`config.mk`:
```
export PLATFORM = sky130hd
export DESIGN_NAME = wae_ctrl
export DESIGN_NICKNAME = d
export VERILOG_FILES = /design/src/rtl/wae_pkg.sv /design/src/rtl/wae_ctrl.sv
export SDC_FILE = /design/constraint.sdc
export NUM_CORES = 1
export LEC_CHECK = 0
export BUFFER_PORTS_ARGS = -buffer_cell sky130_fd_sc_hd__buf_2
export CORE_AREA = 2 2 39 41
export DETAILED_ROUTE_END_ITERATION = 16
export DIE_AREA = 0 0 41 43
export PLACE_DENSITY = 0.64
export SYNTH_ARGS = -nofsm -noshare
export SYNTH_HDL_FRONTEND = slang
export SYNTH_SLANG_ARGS = --single-unit
export TNS_END_PERCENT = 50
```
`constraint.sdc`:
```
create_clock -name clk -period 1.35 [get_ports clk]
set_input_delay 0.135 -clock clk [delete_from_list [all_inputs] [get_ports clk]]
set_output_delay 0.135 -clock clk [all_outputs]
set_load 0.005 [all_outputs]
```
`src/rtl/wae_pkg.sv`:
```
// types, constants and helpers for the weighted adjacency edge insert block
// no dependencies
`timescale 1ns / 1ps

package wae_pkg;

  localparam int NODES         = 64;
  localparam int MAX_NEIGHBORS = 16;
  localparam int WEIGHT_BITS   = 16;

  localparam int NODE_FIELD_W = 6;
  localparam int STATUS_W     = 2;
  localparam int OUT_WEIGHT_W = 16;
  localparam int OUT_SLOT_W   = 4;

  localparam int ID_W   = (NODES > 1) ? $clog2(NODES) : 1;
  localparam int SLOT_W = $clog2(MAX_NEIGHBORS);
  localparam int CNT_W  = $clog2(MAX_NEIGHBORS + 1);
  localparam int ADDR_W = ID_W + SLOT_W;
  localparam int NODE_CODES = 2 ** NODE_FIELD_W;

  typedef logic [NODE_CODES-1:0][ID_W-1:0] node_tab_t;

  // node field reduced to a node index
  function automatic node_tab_t make_node_tab();
    node_tab_t t;
    for (int i = 0; i < NODE_CODES; i++) begin
      t[i] = ID_W'(i % NODES);
    end
    return t;
  endfunction

  localparam node_tab_t NODE_TAB = make_node_tab();

  typedef enum logic [STATUS_W-1:0] {
    ST_INC  = 2'd0,
    ST_NEW  = 2'd1,
    ST_FULL = 2'd2
  } edge_status_t;

  typedef struct packed {
    logic [NODE_FIELD_W-1:0] node_a;
    logic [NODE_FIELD_W-1:0] node_b;
  } in_item_t;

  typedef struct packed {
    edge_status_t            status;
    logic [OUT_WEIGHT_W-1:0] edge_weight;
    logic [OUT_SLOT_W-1:0]   slot_in_a;
  } out_item_t;

  typedef struct packed {
    logic [ID_W-1:0]        id;
    logic [WEIGHT_BITS-1:0] weight;
  } entry_t;

  typedef enum logic [3:0] {
    S_IDLE,
    S_RD_CA,
    S_RD_CB,
    S_LAT_CB,
    S_SCAN_A,
    S_UPD_A,
    S_SCAN_B,
    S_UPD_B,
    S_APP_A,
    S_APP_B,
    S_DROP,
    S_DONE
  } ctrl_state_t;

  typedef struct packed {
    logic capture;
    logic cnt_sel_b;
    logic lat_ca;
    logic lat_cb;
    logic scan_init;
    logic scan_run;
    logic sel_b;
    logic upd;
    logic app_a;
    logic app_b;
    logic drop;
    logic load_out;
  } dp_cmd_t;

  typedef struct packed {
    logic scan_done;
    logic found;
    logic room;
    logic out_free;
  } dp_stat_t;

endpackage

```
`src/rtl/wae_ctrl.sv`:
```
// controller state machine for the weighted adjacency edge insert block
// depends on wae_pkg
`timescale 1ns / 1ps

module wae_ctrl import wae_pkg::*; (
  input  logic     clk,
  input  logic     rst,
  input  logic     in_valid,
  output logic     in_stall,
  input  dp_stat_t stat,
  output dp_cmd_t  cmd
);

  ctrl_state_t state, state_next;

  always_ff @(posedge clk) begin
    if (rst) begin
      state <= S_IDLE;
    end else begin
      state <= state_next;
    end
  end

  always_comb begin
    state_next = state;
    case (state)
      S_IDLE:   if (in_valid) state_next = S_RD_CA;
      S_RD_CA:  state_next = S_RD_CB;
      S_RD_CB:  state_next = S_LAT_CB;
      S_LAT_CB: state_next = S_SCAN_A;
      S_SCAN_A: begin
        if (stat.scan_done) begin
          if (stat.found) state_next = S_UPD_A;
          else if (stat.room) state_next = S_APP_A;
          else state_next = S_DROP;
        end
      end
      S_UPD_A:  state_next = S_SCAN_B;
      S_SCAN_B: begin
        if (stat.scan_done) begin
          state_next = stat.found ? S_UPD_B : S_DONE;
        end
      end
      S_UPD_B:  state_next = S_DONE;
      S_APP_A:  state_next = S_APP_B;
      S_APP_B:  state_next = S_DONE;
      S_DROP:   state_next = S_DONE;
      S_DONE:   if (stat.out_free) state_next = S_IDLE;
      default:  state_next = S_IDLE;
    endcase
  end

  always_comb begin
    cmd      = '0;
    in_stall = 1'b1;
    case (state)
      S_IDLE: begin
        in_stall    = 1'b0;
        cmd.capture = in_valid;
      end
      S_RD_CA: cmd.cnt_sel_b = 1'b0;
      S_RD_CB: begin
        cmd.lat_ca    = 1'b1;
        cmd.cnt_sel_b = 1'b1;
      end
      S_LAT_CB: begin
        cmd.lat_cb    = 1'b1;
        cmd.scan_init = 1'b1;
      end
      S_SCAN_A: cmd.scan_run = 1'b1;
      S_UPD_A: begin
        cmd.upd       = 1'b1;
        cmd.scan_init = 1'b1;
      end
      S_SCAN_B: begin
        cmd.scan_run = 1'b1;
        cmd.sel_b    = 1'b1;
      end
      S_UPD_B: begin
        cmd.upd   = 1'b1;
        cmd.sel_b = 1'b1;
      end
      S_APP_A:  cmd.app_a = 1'b1;
      S_APP_B:  cmd.app_b = 1'b1;
      S_DROP:   cmd.drop  = 1'b1;
      S_DONE:   cmd.load_out = stat.out_free;
      default:  cmd = '0;
    endcase
  end

endmodule

```
# ---- After elaboration in Yosys (flattened, before gate mapping)
# Index checks and enable logic that the tools add are counted.
dict set report word_totals {
  regBits 4
  mem_bits_ro 0
  memories 0
  wordCells 43
  ram_bits 0
  latchBits 0
}
dict set report op_classes {
  order_cmp 0
  shift 0
  n_mul 0
  eq_ne 15
  n_reduce_logical 7
  bitwise 0
  n_mux 20
  add_sub_neg 0
  div_mod_pow 0
}
# operator count
set op_table {}
lappend op_table {{$pmux 4 s10} 1}
lappend op_table {{$mux 4} 6}
lappend op_table {{$eq 4x3->1 const B} 4}
lappend op_table {{$eq 4x4->1 const B} 4}
lappend op_table {{$mux 1} 12}
lappend op_table {{$eq 4x2->1 const B} 2}
lappend op_table {{$ne 2x2->1 const B} 4}
lappend op_table {{$reduce_or 2->1} 4}
lappend op_table {{$eq 4x1->1 const B} 1}
lappend op_table {{$logic_not 4->1} 1}
lappend op_table {{$reduce_and 4->1} 1}
lappend op_table {{$reduce_or 3->1} 1}
lappend op_table {{$mux 2} 1}

# ---- Logic depth before layout (Yosys ltp)
# Gate-level depths: netlist (run 1).
dict set report logic_depth {
  depth_word 4
  mapped_depth 5
  mapped_depth_nobuf 4
}

# ---- Least setup slack after synthesis (run 1)
# No wires, ideal clock.
dict set report synth_timing {
  kind {reg-to-reg}
  from {reg state[2]}
  to {reg state[1]}
  arrival_ns 1.054
  period_less_slack_ns 1.169
  path_slack_ns 0.181
  path_stages_with_launch 6
  n_path_buf 1
  setup_time_ns 0.116
  cell_sequence {dfxtp_1 -> buf_6 -> nor2b_4 -> o21ai_0 -> a21oi_2 -> a31o_1}
}
dict set report synth_between {
  elab_chain_len 3
  elab_cells_between_ends 19
}
# element line
set synth_lines {}
lappend synth_lines {{start, declared} wae_ctrl.sv:14} ;# ctrl_state_t state, state_next;
lappend synth_lines {{start signal, assigned} wae_ctrl.sv:20} ;# state <= state_next;
lappend synth_lines {{$eq 4x4->1 (tied with other cells)} wae_ctrl.sv:26} ;# case (state)
lappend synth_lines {{$reduce_or 3->1 (no line) / $ne 2x2->1 (equally long branches)} --}
lappend synth_lines {{$pmux 4 s10 / $reduce_and 4->1 (equally long branches)} --}
# Parallel ways exist; a longest one is shown, timed or not.
# A chain may end at the register's enable or synchronous reset.

==> flow_summary.toml, run 1 <==
[status]
run_status = "complete, no violations"

[synthesis]
yosysMostFrequentCell = "nor3_1"
ys_seq_elements = 4
synthCells = 60
synthTopCellsByArea = "dfxtp_1 (19%), nor3_1 (13%), buf_6 (8.0%)"
async_flop_share_pct = 0
yosysTopAreaCell = "dfxtp_1"
avgSynthCellArea_sq_um = 7.069
seq_area_frac_synth_pct = 18.88
synth_common_cells = "nor3_1 (11), nor2_1 (7), inv_1 (5)"
synth.distinct_cells = 25
synth-edff-count = 0
syn-num-nets = 67
ys.flop_type = "dfxtp_1"
yosys_warnings = 0
synthesis.area_sq_um = 424.2
synth_top_cell_area_share_pct = 18.88

[placement]
dpl_cell_area_sq_um = 553.0
dp_hpwl_microns = 915.4
gp_congestion = 0.8730
pre_cts_ws_ns = 0.01546
dp_cells = 98
portBuffers = 19

[routing]
wire_per_inst_microns = 12.06
drt_iter0_markers = 13
ant_nets = 0
drt-pass1-iter-count = 4
routed_wl_microns = 1230
avgViaCountPerCell = 5.265
detailroute.via_count = 537
drc = 0

[floorplan]
die_h_microns = 43
pin_count = 20
start_util_pct = 30.65
die-area_sq_um = 1763
core_area_sq_um = 1384
die_x_microns = 41
rows = 14

[grt]
grt_pass1_vias = 417
grt_max_degree = 13
antenna_found_initial = 0
gr-total-overflow = 0
grt_pass1_wl_microns = 1683
grtUsageTotal_pct = 13.86

[clock_tree]
htree_levels = 1
cts-hold-fix-buffers = 0
cts_tree = "built"
cts.sinks = 4
clock_latency_ns = 0.23
clock_path_buffers = 2
ctsRootBufferMaster = "clkbuf_4"
cts.clk_slew.worst_paths_ns = 0.04
numCtsBuffers = 3

[cells_and_area]
registers.top_by_ff_count = "state"
drive_gt1_share_pct = 50.00
num_antenna_cells = 0
stdcell_area_sq_um = 613.1
largest_reg_flops = 4
layout.nets = 95
final-instance-count-excl-fill = 102
top_regs = "state x4"
area_growth_pct = 44.54

[timing]
period_share_pct = 94.91
setup_ws_ns = 0.06878
tightestPinTransition_ns = 0.3645
finClkSkew_ns = 0.001723
finalSetupViolCount = 0
layout_min_cycle_time_ns = 1.281
rsz0062_at_grt = "yes"
maxSlewViolCount = 0
timing.fmax_mhz = 780.5
hold_viol_final = 0
max_slew_margin_pct = 75.44

[critical_path]
cp_max_fo = 7
rrSetupSlack_ns = 0.11
arrival_ns = 1.15
r2r_cells = 5
crit_start = "state[1]$_SDFFE_PP0P_"
critPathLaunchType = "register"
required_ns = 1.22
endpoint_kind = "primary output"
critPathKind = "register to primary output"
r2r-start = "state[2]$_SDFFE_PP0P_"
reg2reg_to = "state[3]$_SDFFE_PP0P_"

[worst_hold_path]
worstHoldPathCells = 2
hold_start = "rst"
worst_hold_path_type = "primary input to register"
min_to = "state[2]$_SDFFE_PP0P_"

[flow_run]
max-cap-violations = 0

[pwr]
power_leakage_nw = 0.2891
powerDensity_nw_per_um2 = 1013
ir_drop_mv = 0.3853
power by group:
group          leakage, nW  switching, W  internal (W)
clock network       0.0138     0.0000431     0.0000990
logic                0.240      0.000155      0.000149
registers           0.0350     0.0000335      0.000142
total                0.289      0.000231      0.000390
placed cells by master (no fill, tap or decap), types with 2 or more instances in the layout:
cell type	count
o21ai_0	2
dfxtp_4	2
buf_2	19
buf_4	8
clkbuf_4	3
o21ai_1	2
nand2_1	3
dfxtp_2	2
a21oi_1	4
nor2_1	7
a221o_1	3
nor3_1	8
inv_1	4
nor3_2	3
stage by stage:
stage	hold WS, ns	TNS [ns]	utilization, %	power [W]
finish	0.1419	0	44.30	0.0006209
detailed placement	0.3818	0	39.96	0.0004556
global placement	0.3835	0	39.96	0.0004560
global route	0.1477	-0.007055	44.30	0.0006774
floorplan	0.2118	0	-	0.0003709
CTS	0.1252	0	41.77	0.0006105
cells by family after synthesis:
family          Yosys count  synth area share, %
compound gates           15                24.19
xor+xnor                  1                2.065
buf+inv                  10                15.34
flops                     4                18.88
simple gates             29                37.17
mux                       1                2.360
final cells by class:
class                   instances  area, sq um
flip-flops and latches          4        90.09
clock buffers                   3        22.52
inverters                       5        18.77
multi-input cells              46        301.5
fillers                       145        770.7
repair buffers                 28        160.2
well taps                      16        20.02
metal layers:
| metal | wire, microns | global-route usage [%] |
|---|---|---|
| met4 | 14 | 3.333 |
| met1 | 534 | 16.40 |
| met3 | 80 | 6.806 |
| met5 | 0 | 0 |
| met2 | 601 | 21.56 |
critical path: stages (launching register included):
cell	delay [ns]
dfxtp_4	0.36
buf_4	0.15
xnor2_1	0.14
nor3_1	0.13
buf_2	0.14
worst max-delay path by stage:
stage                                 end  slack [ns]  cells past startpoint
floorplan           state[1]$_SDFFE_PP0P_        0.18                      5
global placement    state[1]$_SDFFE_PP0P_        0.04                      4
detailed placement  state[1]$_SDFFE_PP0P_        0.02                      4
CTS                               cmd[10]       0.005                      4
global route                       cmd[7]      -0.007                      4
finish                             cmd[7]        0.07                      4
timing repair:
action | CTS | global route
cloned | 0 | 0
endpoints found under the hold margin | 0 | 0
buffers inserted | 0 | 1
resized for setup | 2 | 9
setup endpoints to repair | 9 | 11
Note: power is estimated with default switching activity, not from simulation.
==> inputs of run 2 (changes only) <==
==> constraint.sdc (replaced) <==
create_clock -name clk -period 1.7 [get_ports clk]
set_input_delay 0.17 -clock clk [delete_from_list [all_inputs] [get_ports clk]]
set_output_delay 0.17 -clock clk [all_outputs]
set_load 0.005 [all_outputs]
==> run 2 against run 1 <==
Against the previous run: first-iteration DRC count shrank 54%; wire length shrank 13%; core utilization shrank 6.5 points; critical endpoint is now cmd[10]; non-clock buffer count shrank 8; largest power group unchanged; flip-flop and latch count is the same; sequential share of layout area grew 0.62 points; register-to-register slack gained 0.13 ns; critical path depth is the same; sequential power shrank 17%; cell area shrank 15%; combinational power shrank 37%; global-route usage shrank 0.52 points.
==> flow_summary.toml, run 2 (synthesized netlist as in run 1, its figures left out) <==
[timing]
finalSetupViolCount = 0
max_slew_margin_pct = 72.99
layout_min_cycle_time_ns = 1.525
period_share_pct = 89.73
setup_tns_ns = 0
timing.fmax_mhz = 655.6
finClkSkew_ns = 0.003823
tightestPinTransition_ns = 0.4047
hold_viol_final = 0
maxSlewViolCount = 0
rsz0062_at_grt = "no"

[cells_and_area]
registers.top_by_ff_count = "state"
final_cell_mix = "buf_2 (19), nor3_1 (11), nor2_1 (7), inv_1 (5)"
area_growth_pct = 23.30
multi_input_area_sq_um = 279.0
stdcell_area_sq_um = 523.0
layout.nets = 87
num_antenna_cells = 0
final_common_cell = "buf_2"
drive_gt1_share_pct = 33.33
largest_reg_flops = 4
num-fill-cells = 157
seqCellArea_sq_um = 80.08
finalCoreUtilization_pct = 37.79
top_regs = "state x4"

[status]
run_status = "complete, no violations"

[clock_tree]
ctsRootBufferMaster = "clkbuf_4"
numCtsBuffers = 3
cts.sinks = 4
cts.clk_slew.worst_paths_ns = 0.04
htree_levels = 1
ctsResizeCount = 0
cts_setup_buffers = 0
clock_path_buffers = 2
clock_latency_ns = 0.24
cts-hold-fix-buffers = 0
cts_tree = "built"

[pwr]
power_leakage_nw = 0.2404
finalPower_w = 0.0004572
powerDensity_nw_per_um2 = 874.2
ir_drop_mv = 0.3935

[critical_path]
cp_max_fo = 10
critPathLaunchType = "register"
cpMaxStageDelayCell = "dfxtp_1"
required_ns = 1.53
arrival_ns = 1.36
path_cells = "buf_4, nand2_1, nor3_1, buf_2"
crit_family = "flip-flops"
cp_slowest_stage_delay_ns = 0.51
endpoint_kind = "primary output"
critPathKind = "register to primary output"
path_buf_inv = 2

[grt]
grt_max_degree = 14
grt_pass1_wl_microns = 1649
antenna_found_initial = 0
grtUsageTotal_pct = 13.34
gr-total-overflow = 0
grt_pass1_vias = 391

[floorplan]
die_x_microns = 41
die-area_sq_um = 1763
start_util_pct = 30.65
core_area_sq_um = 1384
die_h_microns = 43
pin_count = 20
rows = 14

[routing]
routed_wl_microns = 1074
drc = 0
detailroute.via_count = 483
ant_nets = 0
avgViaCountPerCell = 5.138
drt_iter0_markers = 6
drt-pass1-iter-count = 6
wire_per_inst_microns = 11.43

[placement]
gp_congestion = 0.8288
portBuffers = 19
dp_hpwl_microns = 810.8
dpl_cell_area_sq_um = 500.5

[flow_run]
max-cap-violations = 0

[worst_hold_path]
worst_hold_path_type = "primary input to register"
==> run 2: cell types whose count changed in the layout (fill, tap and decap cells not counted), moves of 2 or more <==
cell	change
dfxtp_2	-2
dfxtp_1	+4
buf_4	-7
nor3_2	-3
dfxtp_4	-2
nor3_1	+3
==> run 2: cell type report <==
| cell class | count | share of cell area (%) |
|---|---|---|
| flip-flops and latches | 4 | 15.31 |
| clock buffers | 3 | 4.306 |
| inverters | 5 | 3.589 |
| well taps | 16 | 3.828 |
| multi-input cells | 46 | 53.35 |
| repair buffers | 20 | 19.62 |
==> run 2: through the flow <==
step / instances / setup slack, ns / hold WS [ns]
after global placement: 91 / 0.2548 / 0.4209
after CTS: 94 / 0.1701 / 0.1768
final: 94 / 0.1746 / 0.1756
after global routing: 94 / 0.03060 / 0.1940
after detailed placement: 91 / 0.2595 / 0.4302
after floorplan: 60 / 0.5251 / 0.2468
==> run 2: routing by layer <==
layer  vias to the layer above  wire length [microns]  track usage [%]
met3                         2                     75            2.094
met5                         -                      0                0
met4                         0                     13            8.000
met1                       211                    494            16.99
li1                        252                      -                -
met2                        18                    489            20.00
==> run 2: power by group <==
group,internal (W),switching [W]
logic,0.0000935,0.0000972
registers,0.000108,0.0000377
clock network,0.0000791,0.0000415
==> run 2: worst paths after layout <==
path                                             from                     to  slack (ns)  cells after the start
worst min-delay path                              rst  state[2]$_SDFFE_PP0P_        0.18                      2
worst min register to register  state[3]$_SDFFE_PP0P_  state[2]$_SDFFE_PP0P_        0.67                      1
worst max register to register  state[3]$_SDFFE_PP0P_  state[1]$_SDFFE_PP0P_        0.24                      3
worst max-delay path            state[1]$_SDFFE_PP0P_                cmd[10]        0.17                      4
